`config.mk`:
```
export PLATFORM = sky130hd
export DESIGN_NAME = m4i_ctrl
export DESIGN_NICKNAME = d
export VERILOG_FILES = /design/src/sv/m4i_pkg.sv /design/src/sv/m4i_ctrl.sv
export SDC_FILE = /design/constraint.sdc
export NUM_CORES = 1
export LEC_CHECK = 0
export ABC_AREA = 1
export ABC_CLOCK_PERIOD_IN_PS = 5800
export CORE_ASPECT_RATIO = 0.6
export CORE_UTILIZATION = 51
export CTS_BUF_LIST = sky130_fd_sc_hd__clkbuf_4 sky130_fd_sc_hd__clkbuf_8
export DETAILED_ROUTE_END_ITERATION = 10
export DONT_BUFFER_PORTS = 1
export GPL_TIMING_DRIVEN = 0
export HOLD_SLACK_MARGIN = 0.05
export PLACE_DENSITY = 0.66
export SYNTH_ARGS = -nofsm -noshare
export SYNTH_HDL_FRONTEND = slang
export SYNTH_SLANG_ARGS = --single-unit
```
`constraint.sdc`:
```
create_clock -name clk_i -period 5.8 [get_ports clk_i]
set_clock_uncertainty 0.15 [all_clocks]
set_input_delay 0.87 -clock clk_i [delete_from_list [all_inputs] [get_ports clk_i]]
set_output_delay 0.87 -clock clk_i [all_outputs]
set_load 0.005 [all_outputs]
```
`src/sv/m4i_pkg.sv`:
```
// m4i_pkg: shared widths, command and status types and microcode tables
// for the 4x4 cofactor inverse. No dependencies.
package m4i_pkg;

  // fixed point format and derived widths
  localparam int FRAC_BITS = 16;
  localparam int FRAC2     = 2 * FRAC_BITS;
  localparam int ELEM_W    = 32;
  localparam int HALF_W    = 32;
  localparam int COF_W     = 64;
  localparam int MINOR_W   = 65;
  localparam int OPND_W    = 33;
  localparam int PROD_W    = 2 * OPND_W;
  localparam int BIG_W     = 100;
  localparam int QUO_W     = 33;
  localparam int DIV_W     = BIG_W + QUO_W;
  localparam int NUM_W     = COF_W + FRAC2;
  localparam int ITER_W    = $clog2(QUO_W + 1);
  localparam int DET_LAST  = 10;

  typedef enum logic [3:0] {
    OP_NONE,
    OP_LOAD,
    OP_MINOR_SET,
    OP_MINOR_SUB,
    OP_BIG,
    OP_WR_COF,
    OP_DET_LATCH,
    OP_DIV_START,
    OP_EMIT,
    OP_EMIT_SING
  } op_e;

  typedef enum logic [2:0] {
    BSEL_MAT,
    BSEL_MIN_LO,
    BSEL_MIN_HI,
    BSEL_COF_LO,
    BSEL_COF_HI
  } bsel_e;

  typedef struct packed {
    op_e        op;
    logic [3:0] addr_a;
    logic [3:0] addr_b;
    logic [3:0] cof_addr;
    bsel_e      bsel;
    logic       neg;
    logic       shift_hi;
    logic       clear;
  } cmd_t;

  typedef struct packed {
    logic div_busy;
    logic det_zero;
  } stat_t;

  function automatic cmd_t cmd_idle();
    cmd_t c;
    c          = '0;
    c.op       = OP_NONE;
    c.bsel     = BSEL_MAT;
    return c;
  endfunction

  // n-th index of 0..3 with one index left out
  function automatic logic [1:0] other_idx(input logic [1:0] skip, input logic [1:0] n);
    logic [1:0] r;
    r = n + ((n >= skip) ? 2'd1 : 2'd0);
    return r;
  endfunction

  // microcode for adjugate entry k, slot s (16 slots per entry)
  function automatic cmd_t cof_cmd(input logic [3:0] k, input logic [3:0] s);
    cmd_t       c;
    logic [1:0] dr;
    logic [1:0] dc;
    logic [1:0] t;
    logic [3:0] u;
    logic [1:0] r0;
    logic [1:0] r1;
    logic [1:0] r2;
    logic [1:0] ct;
    logic [1:0] ca;
    logic [1:0] cb;
    logic       tsign;
    c  = cmd_idle();
    dr = k[1:0];
    dc = k[3:2];
    if (s < 4'd5) begin
      t = 2'd0;
      u = s;
    end else if (s < 4'd10) begin
      t = 2'd1;
      u = s - 4'd5;
    end else begin
      t = 2'd2;
      u = s - 4'd10;
    end
    r0    = other_idx(dr, 2'd0);
    r1    = other_idx(dr, 2'd1);
    r2    = other_idx(dr, 2'd2);
    ct    = other_idx(dc, t);
    ca    = other_idx(dc, (t == 2'd0) ? 2'd1 : 2'd0);
    cb    = other_idx(dc, (t == 2'd2) ? 2'd1 : 2'd2);
    tsign = t[0] ^ k[2] ^ k[0];
    if (s == 4'd15) begin
      c.op       = OP_WR_COF;
      c.cof_addr = k;
    end else begin
      unique case (u)
        4'd0: begin
          c.op     = OP_MINOR_SET;
          c.addr_a = {r1, ca};
          c.addr_b = {r2, cb};
        end
        4'd1: begin
          c.op     = OP_MINOR_SUB;
          c.addr_a = {r1, cb};
          c.addr_b = {r2, ca};
        end
        4'd3: begin
          c.op     = OP_BIG;
          c.addr_a = {r0, ct};
          c.bsel   = BSEL_MIN_LO;
          c.neg    = tsign;
          c.clear  = (t == 2'd0);
        end
        4'd4: begin
          c.op       = OP_BIG;
          c.addr_a   = {r0, ct};
          c.bsel     = BSEL_MIN_HI;
          c.neg      = tsign;
          c.shift_hi = 1'b1;
        end
        default: c.op = OP_NONE;
      endcase
    end
    return c;
  endfunction

  // microcode for the determinant along row zero
  function automatic cmd_t det_cmd(input logic [3:0] s);
    cmd_t c;
    c = cmd_idle();
    if (s < 4'd8) begin
      c.op       = OP_BIG;
      c.addr_a   = {2'd0, s[2:1]};
      c.cof_addr = {s[2:1], 2'b00};
      c.bsel     = s[0] ? BSEL_COF_HI : BSEL_COF_LO;
      c.shift_hi = s[0];
      c.clear    = (s == 4'd0);
    end else if (s == 4'd8) begin
      c.op = OP_DET_LATCH;
    end
    return c;
  endfunction

endpackage

```
`src/sv/m4i_ctrl.sv`:
```
// m4i_ctrl: sequencer for load, adjugate, determinant, divide and emit
// phases; drives the command word and the channel handshakes. Depends on m4i_pkg.
module m4i_ctrl (
  input  logic            clk_i,
  input  logic            rst_ni,
  input  logic            in_valid_i,
  output logic            in_stall_o,
  output logic            out_valid_o,
  input  logic            out_stall_i,
  input  m4i_pkg::stat_t  stat_i,
  output m4i_pkg::cmd_t   cmd_o
);
  import m4i_pkg::*;

  localparam logic [2:0] ST_LOAD     = 3'd0;
  localparam logic [2:0] ST_COF      = 3'd1;
  localparam logic [2:0] ST_DET      = 3'd2;
  localparam logic [2:0] ST_CHECK    = 3'd3;
  localparam logic [2:0] ST_DIV_RD   = 3'd4;
  localparam logic [2:0] ST_DIV_GAP  = 3'd5;
  localparam logic [2:0] ST_DIV_WAIT = 3'd6;

  logic [2:0] state_q;
  logic [2:0] state_d;
  logic [3:0] cnt_q;
  logic [3:0] cnt_d;
  logic [3:0] k_q;
  logic [3:0] k_d;
  logic [3:0] s_q;
  logic [3:0] s_d;
  logic       out_valid_q;
  logic       out_valid_d;
  logic       slot_free;

  assign slot_free = !out_valid_q || !out_stall_i;

  // next state and command
  always_comb begin
    state_d     = state_q;
    cnt_d       = cnt_q;
    k_d         = k_q;
    s_d         = s_q;
    out_valid_d = out_valid_q && out_stall_i;
    cmd_o       = cmd_idle();
    unique case (state_q)
      ST_LOAD: begin
        if (in_valid_i) begin
          cmd_o.op     = OP_LOAD;
          cmd_o.addr_a = cnt_q;
          cnt_d        = cnt_q + 4'd1;
          if (cnt_q == 4'd15) begin
            state_d = ST_COF;
            k_d     = '0;
            s_d     = '0;
          end
        end
      end
      ST_COF: begin
        cmd_o = cof_cmd(k_q, s_q);
        s_d   = s_q + 4'd1;
        if (s_q == 4'd15) begin
          k_d = k_q + 4'd1;
          if (k_q == 4'd15) begin
            state_d = ST_DET;
          end
        end
      end
      ST_DET: begin
        cmd_o = det_cmd(s_q);
        s_d   = s_q + 4'd1;
        if (s_q == 4'(DET_LAST)) begin
          state_d = ST_CHECK;
          s_d     = '0;
        end
      end
      ST_CHECK: begin
        if (stat_i.det_zero) begin
          if (slot_free) begin
            cmd_o.op    = OP_EMIT_SING;
            out_valid_d = 1'b1;
            state_d     = ST_LOAD;
          end
        end else begin
          k_d     = '0;
          state_d = ST_DIV_RD;
        end
      end
      ST_DIV_RD: begin
        cmd_o.op       = OP_DIV_START;
        cmd_o.cof_addr = k_q;
        state_d        = ST_DIV_GAP;
      end
      ST_DIV_GAP: begin
        state_d = ST_DIV_WAIT;
      end
      ST_DIV_WAIT: begin
        if (!stat_i.div_busy && slot_free) begin
          cmd_o.op       = OP_EMIT;
          cmd_o.cof_addr = k_q;
          out_valid_d    = 1'b1;
          k_d            = k_q + 4'd1;
          state_d        = (k_q == 4'd15) ? ST_LOAD : ST_DIV_RD;
        end
      end
      default: state_d = ST_LOAD;
    endcase
  end

  // state registers
  always_ff @(posedge clk_i or negedge rst_ni) begin
    if (!rst_ni) begin
      state_q     <= ST_LOAD;
      cnt_q       <= '0;
      k_q         <= '0;
      s_q         <= '0;
      out_valid_q <= 1'b0;
    end else begin
      state_q     <= state_d;
      cnt_q       <= cnt_d;
      k_q         <= k_d;
      s_q         <= s_d;
      out_valid_q <= out_valid_d;
    end
  end

  assign in_stall_o  = (state_q != ST_LOAD);
  assign out_valid_o = out_valid_q;

  // a result is only loaded into a free output slot
  a_emit_slot_free: assert property (@(posedge clk_i) disable iff (!rst_ni)
    (cmd_o.op == OP_EMIT || cmd_o.op == OP_EMIT_SING) |-> !(out_valid_q && out_stall_i))
    else $error("result overwrote a waiting beat");

  // adjugate phase hands over to the determinant after the last entry
  a_cof_to_det: assert property (@(posedge clk_i) disable iff (!rst_ni)
    (state_q == ST_COF && s_q == 4'd15 && k_q == 4'd15) |=> (state_q == ST_DET))
    else $error("adjugate phase did not end after last entry");

  // last inverse element returns the block to loading
  a_last_to_load: assert property (@(posedge clk_i) disable iff (!rst_ni)
    (cmd_o.op == OP_EMIT && k_q == 4'd15) |=> (state_q == ST_LOAD))
    else $error("block did not return to loading after last result");

endmodule

```
==> impl_metrics.json, run 1 <==
{
  "outcome": "completed",
  "start_kind": "flop",
  "cp-end-kind": "output port",
  "syn-mean-instance-area_um2": 6.49,
  "synthCells": 272,
  "r2r_end": "k_q[2]",
  "crit_buf_inv": 2,
  "grt_pass1_vias": 1359,
  "core_mm2": 0.00328,
  "cts_tree": "yes",
  "cp_slowest_cell": "dfrtp_1",
  "pre_cts_ws_ps": 2350,
  "p_leak_nw": 1.00,
  "rr_worst_depth": 9,
  "drive_above_1_share": 0.105,
  "synth-simple-area-share": 0.367,
  "synth_edf_count": 0,
  "grt_overflow": 0,
  "synthTopCellsByArea": "dfrtp_1 23%, ha_1 13%, nand2_1 13%",
  "drt_iter0_drc": 95,
  "maxCapViolCount": 0,
  "timing.fmax_mhz": 266,
  "fin_crit_sh": 0.647,
  "synth_most_common_cell": "nand2_1",
  "crit_chain": "inv_1 -> ha_1 -> inv_1 -> nand2_1 -> nand2_4 -> nand2_4 -> ha_1 -> o21ai_0 -> nand2_1 -> ha_1 -> xnor2_1 -> nand2_1 -> nand2_1 -> nand2_1 -> nand2_1",
  "fin_tns_setup_ps": 0,
  "rsz0062_at_grt": "false",
  "grt_use_total": 0.246,
  "p_total_mw": 1.02,
  "crit_required_ps": 4780,
  "worstMarginPinSlew_ps": 500,
  "yosys.cell_types.count": 26,
  "diodes": 0,
  "die_y_um": 47.6,
  "synth_fa_ha_area_frac": 0.135,
  "async_reset_ff_frac": 1.00,
  "ant_nets": 0,
  "path_clk_slew_ps": 60,
  "clock_sinks": 16,
  "netlist_area_mm2": 0.00176,
  "final-setup-viol-count": 0,
  "ios": 30,
  "drt-total-wl_um": 4270,
  "p_per_area_mw_per_mm2": 546,
  "drv_slew": 0,
  "synth_top_flop_cell": "dfrtp_1",
  "drtPass1Iterations": 4,
  "dp_cells": 317,
  "synth_compound_area_frac": 0.127,
  "fin_crit_ps": 3750,
  "cts_resized": 0,
  "num-fill-cells": 349,
  "clock-root-buffer": "clkbuf_8",
  "criticalPathCategory": "reg -> out",
  "synthDominantCellAreaShare": 0.227,
  "hold_viol_final": 0,
  "crit_path_end": "cmd_o[15]",
  "start_util": 0.537,
  "synth_commonest_cells": "63 x nand2_1, 46 x inv_1, 30 x nor2_1",
  "slew_headroom": 0.663,
  "port_buffers": 0,
  "detailed_place_hpwl_um": 3420,
  "dieWidth_um": 77.9,
  "slowest_delay_ps": 500,
  "yosysWarnings": 0,
  "antenna_found_initial": 0,
  "cts_buffer_depth": 2,
  "synthMuxAreaShare": 0,
  "cpLargestDelayFamily": "adder cells",
  "fin_nets": 302,
  "worstReg2RegStart": "s_q[1]",
  "ys_ff_latch": 16,
  "cts_setup_buffers": 0,
  "cts_hold_buf": 0,
  "critical_path.most_common_cell": "nand2_1",
  "post_drt_wl_per_cell_um": 13.3,
  "place.gp.congestion": 0.889,
  "grt_pass1_wl_um": 6810,
  "grt_max_degree": 17,
  "die-area_mm2": 0.00371,
  "yosysSeqAreaShare": 0.227,
  "drc": 0,
  "r2r_slack_ps": 3690,
  "layout_setup_ws_ps": 2050,
  "synth_xor_area_frac": 0.0298,
  "synth_nets": 297,
  "viasPerCell": 5.16,
  "synth_top_family_by_area": "simple AND/OR/NAND/NOR gates",
  "numCtsBuffers": 3,
  "crit_start": "s_q[1]",
  "vias": 1650,
  "yosysTopAreaCell": "dfrtp_1",
  "ir_drop_mv": 0.239,
  "h-tree-depth": 1,
  "syn_to_final_growth_pct": 5.53,
  "path_depth": 15,
  "row_count": 16,
  "fin_cells": 320,
  "crit_fanout": 9,
  "worstSkewPairLatency_ps": 250,
  "crit_arrival_ps": 2730,
  "hold_path.class": "in -> async"
}
[flip-flops by register name, indices dropped and copies added (netlist names)]
register / count
s_q: 4
out_valid_o: 1
k_q: 4
cnt_q: 4
state_q: 3
[worst min-delay path by stage]
stage / from / to / slack (ps) / depth (start not counted)
6_report: rst_ni / state_q[0] / 160 / 0
5_1_grt: rst_ni / state_q[0] / 150 / 0
3_3_place_gp: cnt_q[3] / cnt_q[3] / 350 / 1
4_1_cts: rst_ni / state_q[0] / 160 / 0
2_1_floorplan: cnt_q[3] / cnt_q[3] / 320 / 1
3_5_place_dp: cnt_q[3] / cnt_q[3] / 340 / 1
[where the power goes]
part / switching, mW / internal, mW / total, mW
registers: 0.0539 / 0.154 / 0.208
clock network: 0.0363 / 0.0460 / 0.0823
logic: 0.500 / 0.226 / 0.727
total: 0.590 / 0.426 / 1.02
[per-stage QoR]
stage,hold WS [ps],area [µm²],utilization
4_1_cts,160,1860,0.567
2_1_floorplan,317,1760,-
3_5_place_dp,338,1820,0.554
6_report,161,1860,0.567
5_1_grt,150,1860,0.567
3_3_place_gp,349,1820,0.554
[layout make-up]
type / instances / area (µm²) / area share
Inverter: 51 / 191 / 0.103
Clock buffer: 3 / 41.3 / 0.0222
Sequential cell: 16 / 400 / 0.215
Tap cell: 45 / 56.3 / 0.0302
Buffer: 2 / 10.0 / 0.00538
Multi-Input combinational cell: 203 / 1160 / 0.624
[logic make-up after synthesis]
family	after synthesis
DFF	16
buffers and inverters	53
adders and majority gates	19
and+or+nand+nor	138
AOI/OAI and AO/OA	40
xor gates and xnor gates	6
[layer usage]
| metal | vias to the layer above | GRT usage | share of wire |
|---|---|---|---|
| met5 | - | 0 | 0 |
| li1 | 879 | - | - |
| met3 | 2 | 0.0610 | 0.054 |
| met4 | 0 | 0.0111 | 0.0021 |
| met1 | 735 | 0.372 | 0.54 |
| met2 | 34 | 0.372 | 0.41 |
[layout by cell type, fill, tap and decap left out, types with 3 or more instances in the layout]
| master | n |
|---|---|
| a21oi_1 | 7 |
| a22oi_1 | 3 |
| clkbuf_8 | 3 |
| dfrtp_1 | 16 |
| ha_1 | 19 |
| inv_1 | 46 |
| inv_2 | 5 |
| nand2_1 | 63 |
| nand2_2 | 8 |
| nand2_4 | 4 |
| nand3_1 | 17 |
| nand4_1 | 7 |
| nor2_1 | 30 |
| o21ai_0 | 18 |
| o22ai_1 | 5 |
| xor2_1 | 4 |
(Power assumes the default switching activity.)
==> run 2: changes to the inputs <==
- ABC_CLOCK_PERIOD_IN_PS: 5800 -> 3400
- PLACE_DENSITY: 0.66 -> 0.69
- clock period: 5.8 -> 3.4 ns (I/O delays scaled with it)
==> impl_metrics.json, run 2 (synthesis results as in run 1) <==
{
  "grt_max_degree": 17,
  "p_per_area_mw_per_mm2": 944,
  "clock_power_share": 0.092,
  "ant_nets": 0,
  "syn_to_final_growth_pct": 11.3,
  "p_int_uw": 818,
  "timing.fmax_mhz": 313,
  "antenna_found_initial": 0,
  "fin_nets": 312,
  "fin_crit_ps": 3190,
  "die-area_mm2": 0.00371,
  "cp-end-kind": "output port",
  "viasPerCell": 5.08,
  "cpLargestDelayFamily": "adder cells",
  "fin_crit_sh": 0.940,
  "grt_overflow": 0,
  "drv_slew": 0,
  "num-fill-cells": 321,
  "grt_pass1_vias": 1360,
  "detailed_place_hpwl_um": 3370,
  "start_kind": "flop",
  "clock-root-buffer": "clkbuf_8",
  "crit_arrival_ps": 2530,
  "drc": 0,
  "maxCapViolCount": 0,
  "pwr-share-seq": 0.190,
  "slowest_delay_ps": 370,
  "ir_drop_mv": 0.339,
  "final-setup-viol-count": 0,
  "cts_buffer_depth": 2,
  "row_count": 16,
  "placed_area_mm2": 0.00182,
  "cp_slowest_cell": "dfrtp_1",
  "diodes": 0,
  "die_y_um": 47.6,
  "core_mm2": 0.00328,
  "path_clk_slew_ps": 70,
  "drt_iter0_drc": 87,
  "slew_headroom": 0.494,
  "final_common_cell": "nand2_1",
  "dieWidth_um": 77.9,
  "vias": 1683,
  "drt-total-wl_um": 4340,
  "p_leak_nw": 1.06,
  "cts_tree": "yes",
  "mostFrequentLayoutCells": "63 x nand2_1, 44 x inv_1, 30 x nor2_1",
  "post-route-cell-area_mm2": 0.00196,
  "ios": 30,
  "crit_fanout": 9,
  "rsz0062_at_grt": "false",
  "r2r_slack_ps": 1370,
  "numCtsBuffers": 3,
  "fin_tns_setup_ps": 0,
  "hold_path.class": "in -> reg",
  "drtPass1Iterations": 4,
  "critical_path.most_common_cell": "nand2_1",
  "post_drt_wl_per_cell_um": 13.1,
  "drive_above_1_share": 0.147,
  "start_util": 0.537,
  "port_buffers": 0,
  "grt_use_total": 0.245,
  "switching_share": 0.559,
  "crit_required_ps": 2740,
  "crit_chain": "buf_6 -> inv_2 -> ha_1 -> inv_1 -> nand2_1 -> nand2_4 -> nand2_4 -> ha_1 -> o21ai_1 -> nand2_1 -> ha_1 -> xnor2_1 -> nand2_1 -> nand2_1 -> nand2_1 -> nand2_1",
  "top_regs": "cnt_q (4), k_q (4), s_q (4)",
  "grt_pass1_wl_um": 6740,
  "crit_buf_inv": 3,
  "place.gp.congestion": 0.870,
  "clock_sinks": 16,
  "pwr-share-comb": 0.717,
  "hold_viol_final": 0,
  "outcome": "completed",
  "h-tree-depth": 1,
  "netSwitchingPower_mw": 1.04,
  "worstMarginPinSlew_ps": 757,
  "worstSkewPairLatency_ps": 250,
  "criticalPathCategory": "reg -> out"
}
run 2: cell count changes in the layout (fill, tap and decap cells not counted), sizes merged:
cell / previous run / this run
buf: 2 / 11
clkbuf: 3 / 4
clkinvlp: 0 / 1
dlygate4sd3: 0 / 1
inv: 51 / 50
run 2: what timing repair did:
item / in CTS / in global routing
gates resized for setup: 2 / 5
endpoints found under the setup margin: 1 / 2
hold buffers: 1 / 0
pin swaps: 0 / 1
endpoints found under the hold margin: 16 / 0
setup buffers: 0 / 9
gates cloned: 0 / 0
run 2: power groups by stage:
stage / clock [mW] / sequential, mW / combinational [mW]
4_1_cts: 0.176 / 0.354 / 1.23
6_report: 0.171 / 0.352 / 1.33
2_1_floorplan: 0 / 0.331 / 0.988
5_1_grt: 0.187 / 0.363 / 1.53
3_5_place_dp: 0 / 0.356 / 1.22
3_3_place_gp: 0 / 0.356 / 1.21
run 2: final timing paths:
check / cells after the start / startpoint / to
setup / recovery: 16 / s_q[0] / cmd_o[15]
hold / removal: 1 / stat_i[1] / out_valid_o
setup reg to reg: 10 / s_q[1] / k_q[2]
hold reg to reg: 1 / cnt_q[3] / cnt_q[3]
max in group asynchronous: 1 / rst_ni / s_q[1]
min in group asynchronous: 1 / rst_ni / out_valid_o
run 2: final cells by class:
class / instances / area (µm²) / area share
multi-input cells: 203 / 1160 / 0.592
flip-flops and latches: 16 / 402 / 0.204
inverters: 51 / 195 / 0.0994
repair buffers: 10 / 77.6 / 0.0395
well taps: 45 / 56.3 / 0.0287
clock buffers: 4 / 55.1 / 0.0280
plain buffers: 2 / 16.3 / 0.00828
run 2: stage by stage:
stage	std cells	util	worst slack (ps)	hold slack, ps	power [mW]
floorplan	272	-	584	64.4	1.32
global placement	317	0.554	321	64.8	1.56
detailed placement	317	0.554	261	65.0	1.58
CTS	322	0.575	58.9	220	1.76
global route	331	0.598	13.3	213	2.08
finish	331	0.598	205	222	1.85
run 2: layer usage:
metal / vias to the layer above / wire length, µm / track usage / share of wire
li1: 905 / - / - / -
met1: 746 / 2350 / 0.381 / 0.54
met2: 32 / 1750 / 0.352 / 0.40
met3: 0 / 234 / 0.0629 / 0.054
met4: 0 / 0 / 0.0111 / 0
met5: - / 0 / 0 / 0
==> run 3: changes to the inputs <==
- ABC_AREA: 1 -> default
- SLEW_MARGIN: default -> 10
- TNS_END_PERCENT: default -> 5
==> impl_metrics.json, run 3 <==
{
  "crit_fanout": 6,
  "yosysTopAreaCell": "dfrtp_1",
  "pwr-share-seq": 0.178,
  "viasPerCell": 6.12,
  "criticalPathCategory": "reg -> out",
  "grt_pass1_vias": 1526,
  "cp-end-kind": "output port",
  "pwr-share-comb": 0.728,
  "whs_ps": 214,
  "multi_input_area_mm2": 0.00134,
  "r2r_end": "k_q[2]",
  "clock_sinks": 16,
  "mostFrequentLayoutCells": "26 x nand2_1, 18 x nor2_1, 17 x ha_1",
  "diodes": 0,
  "die-area_mm2": 0.00382,
  "final_common_cell": "nand2_1",
  "r2r_slack_ps": 790,
  "yosysSeqAreaShare": 0.220,
  "ant_nets": 0,
  "drv_slew": 0,
  "synth_top_flop_cell": "dfrtp_1",
  "grt_overflow": 0,
  "num-fill-cells": 318,
  "drt_iter0_drc": 170,
  "grt_max_degree": 17,
  "syn-mean-instance-area_um2": 7.56,
  "place.gp.congestion": 0.833,
  "layout_setup_ws_ps": 127,
  "pre_cts_ws_ps": -274,
  "p_per_area_mw_per_mm2": 909,
  "grt_pass1_wl_um": 7530,
  "p_int_uw": 905,
  "synthCells": 241,
  "antenna_found_initial": 0,
  "drt-total-wl_um": 4750,
  "clock-root-buffer": "clkbuf_8",
  "worstReg2RegStart": "s_q[0]",
  "p_leak_nw": 0.899,
  "dp_cells": 286,
  "synth_nets": 266,
  "final-setup-viol-count": 0,
  "start_kind": "flop",
  "netSwitchingPower_uw": 962,
  "vias": 1811,
  "fin_nets": 277,
  "fin_cells": 296,
  "crit_chain": "buf_8 -> clkinvlp_4 -> ha_4 -> nor3b_4 -> nor2_2 -> ha_1 -> nand2b_4 -> a21o_1 -> ha_2 -> xor2_1 -> nand2_1 -> o211ai_1",
  "drive_above_1_share": 0.139,
  "switching_share": 0.515,
  "crit_start": "s_q[1]",
  "h-tree-depth": 1,
  "syn_to_final_growth_pct": 12.8,
  "maxCapViolCount": 0,
  "outcome": "completed",
  "ff_latch_area_um2": 403,
  "crit_path_end": "cmd_o[15]",
  "drc": 0,
  "cts_tree": "yes",
  "port_buffers": 0,
  "ys_ff_latch": 16,
  "cp_slowest_cell": "dfrtp_2",
  "rr_worst_depth": 7,
  "drtPass1Iterations": 6,
  "start_util": 0.548,
  "synthDominantCellAreaShare": 0.220,
  "die_y_um": 48.3,
  "synth_commonest_cells": "26 x nand2_1, 19 x ha_1, 19 x nor2_1",
  "async_reset_ff_frac": 1.00,
  "yosysWarnings": 0,
  "detailed_place_hpwl_um": 3590,
  "cts_buffer_depth": 2,
  "grt_use_total": 0.271,
  "netlist_area_mm2": 0.00182,
  "path_clk_slew_ps": 70,
  "synth_edf_count": 0,
  "synthTopCellsByArea": "dfrtp_1 22%, ha_1 13%, nand2_1 5.4%",
  "slowest_delay_ps": 380,
  "crit_arrival_ps": 2610,
  "synth_most_common_cell": "nand2_1",
  "top_regs": "cnt_q (4), k_q (4), s_q (4)",
  "timing.fmax_mhz": 306,
  "fin_crit_sh": 0.963,
  "numCtsBuffers": 3,
  "hold_viol_final": 0,
  "row_count": 16,
  "fin_crit_ps": 3270,
  "ios": 30,
  "core_mm2": 0.00332,
  "ir_drop_mv": 0.467,
  "worstSkewPairLatency_ps": 260,
  "hold_path.class": "in -> reg",
  "post_drt_wl_per_cell_um": 16.0,
  "worstMarginPinSlew_ps": 755,
  "dieWidth_um": 79.2,
  "slew_headroom": 0.495,
  "clock_power_share": 0.094,
  "yosys.cell_types.count": 55,
  "crit_required_ps": 2740
}
[run 3: changes by cell type after synthesis, moves of 5 or more]
| cell | delta |
|---|---|
| nand2_1 | -37 |
| nand3_1 | -10 |
| inv_1 | -31 |
| a21o_1 | +5 |
| clkbuf_1 | +9 |
| nor3b_1 | +5 |
| nand2b_1 | +9 |
| nor2_1 | -11 |
| a21oi_1 | +9 |
| nand3b_1 | +6 |
| nand2_2 | -7 |
[run 3: cell type report]
cell class | instances | area share
Multi-Input combinational cell | 195 | 0.650
Buffer | 13 | 0.0335
Timing Repair Buffer | 7 | 0.0329
Clock buffer | 4 | 0.0268
Inverter | 16 | 0.0329
Tap cell | 45 | 0.0274
Sequential cell | 16 | 0.196
[run 3: worst min-delay path by stage]
| stage | from | to | slack [ps] | cells past startpoint |
|---|---|---|---|---|
| after floorplan | rst_ni | cnt_q[0] | 60 | 0 |
| after global placement | rst_ni | cnt_q[0] | 60 | 0 |
| after detailed placement | rst_ni | cnt_q[0] | 60 | 0 |
| after CTS | stat_i[1] | out_valid_o | 210 | 1 |
| after global routing | stat_i[1] | out_valid_o | 230 | 1 |
| final | stat_i[1] | out_valid_o | 210 | 1 |
[run 3: power by group through the flow]
stage / logic [mW] / registers, mW / clock network [mW]
finish: 1.36 / 0.332 / 0.175
global route: 1.52 / 0.345 / 0.187
CTS: 1.28 / 0.332 / 0.179
detailed placement: 1.20 / 0.335 / 0
global placement: 1.20 / 0.335 / 0
floorplan: 0.955 / 0.316 / 0
[run 3: per-stage QoR]
stage	area [µm²]	utilization	setup TNS (ps)	power, mW
3_5_place_dp	1880	0.565	-743	1.54
4_1_cts	2000	0.602	0	1.79
5_1_grt	2050	0.618	-2.82	2.05
6_report	2050	0.618	0	1.87
2_1_floorplan	1820	-	0	1.27
3_3_place_gp	1880	0.565	-642	1.53
[run 3: cells by family (layout without fill, tap and decap cells)]
logic type	after synthesis	after routing	share of synthesized area
buf+inv	30	40	0.0666
flops	16	16	0.220
mux	3	3	0.0172
fa+ha+maj	19	19	0.130
simple gates	102	102	0.306
compound gates	66	66	0.236
xor+xnor	5	5	0.0240
[run 3: what timing repair did]
action                                 4_1_cts  5_1_grt
endpoints found under the hold margin       16        0
setup buffers                                4        2
pin swaps                                    1        5
hold buffers                                 1        0
gates resized for setup                      9        6
setup endpoints to repair                   16        3
[run 3: worst max-delay path: cells and delay by family, from the launching register on]
kind                     cells  cell delay (ps)
XOR/XNOR                     1              150
AO/OA/AOI/OAI                2              420
adder cells (fa/ha/maj)      3              700
AND/OR/NAND/NOR              4              490
buffers and inverters        2              220
flip-flops                   1              380
[run 3: layer usage]
| layer | wire (µm) | up-vias | global-route usage |
|---|---|---|---|
| li1 | - | 880 | - |
| met1 | 2400 | 871 | 0.395 |
| met2 | 2040 | 54 | 0.428 |
| met3 | 252 | 6 | 0.0467 |
| met4 | 56 | 0 | 0.0655 |
| met5 | 0 | - | 0 |
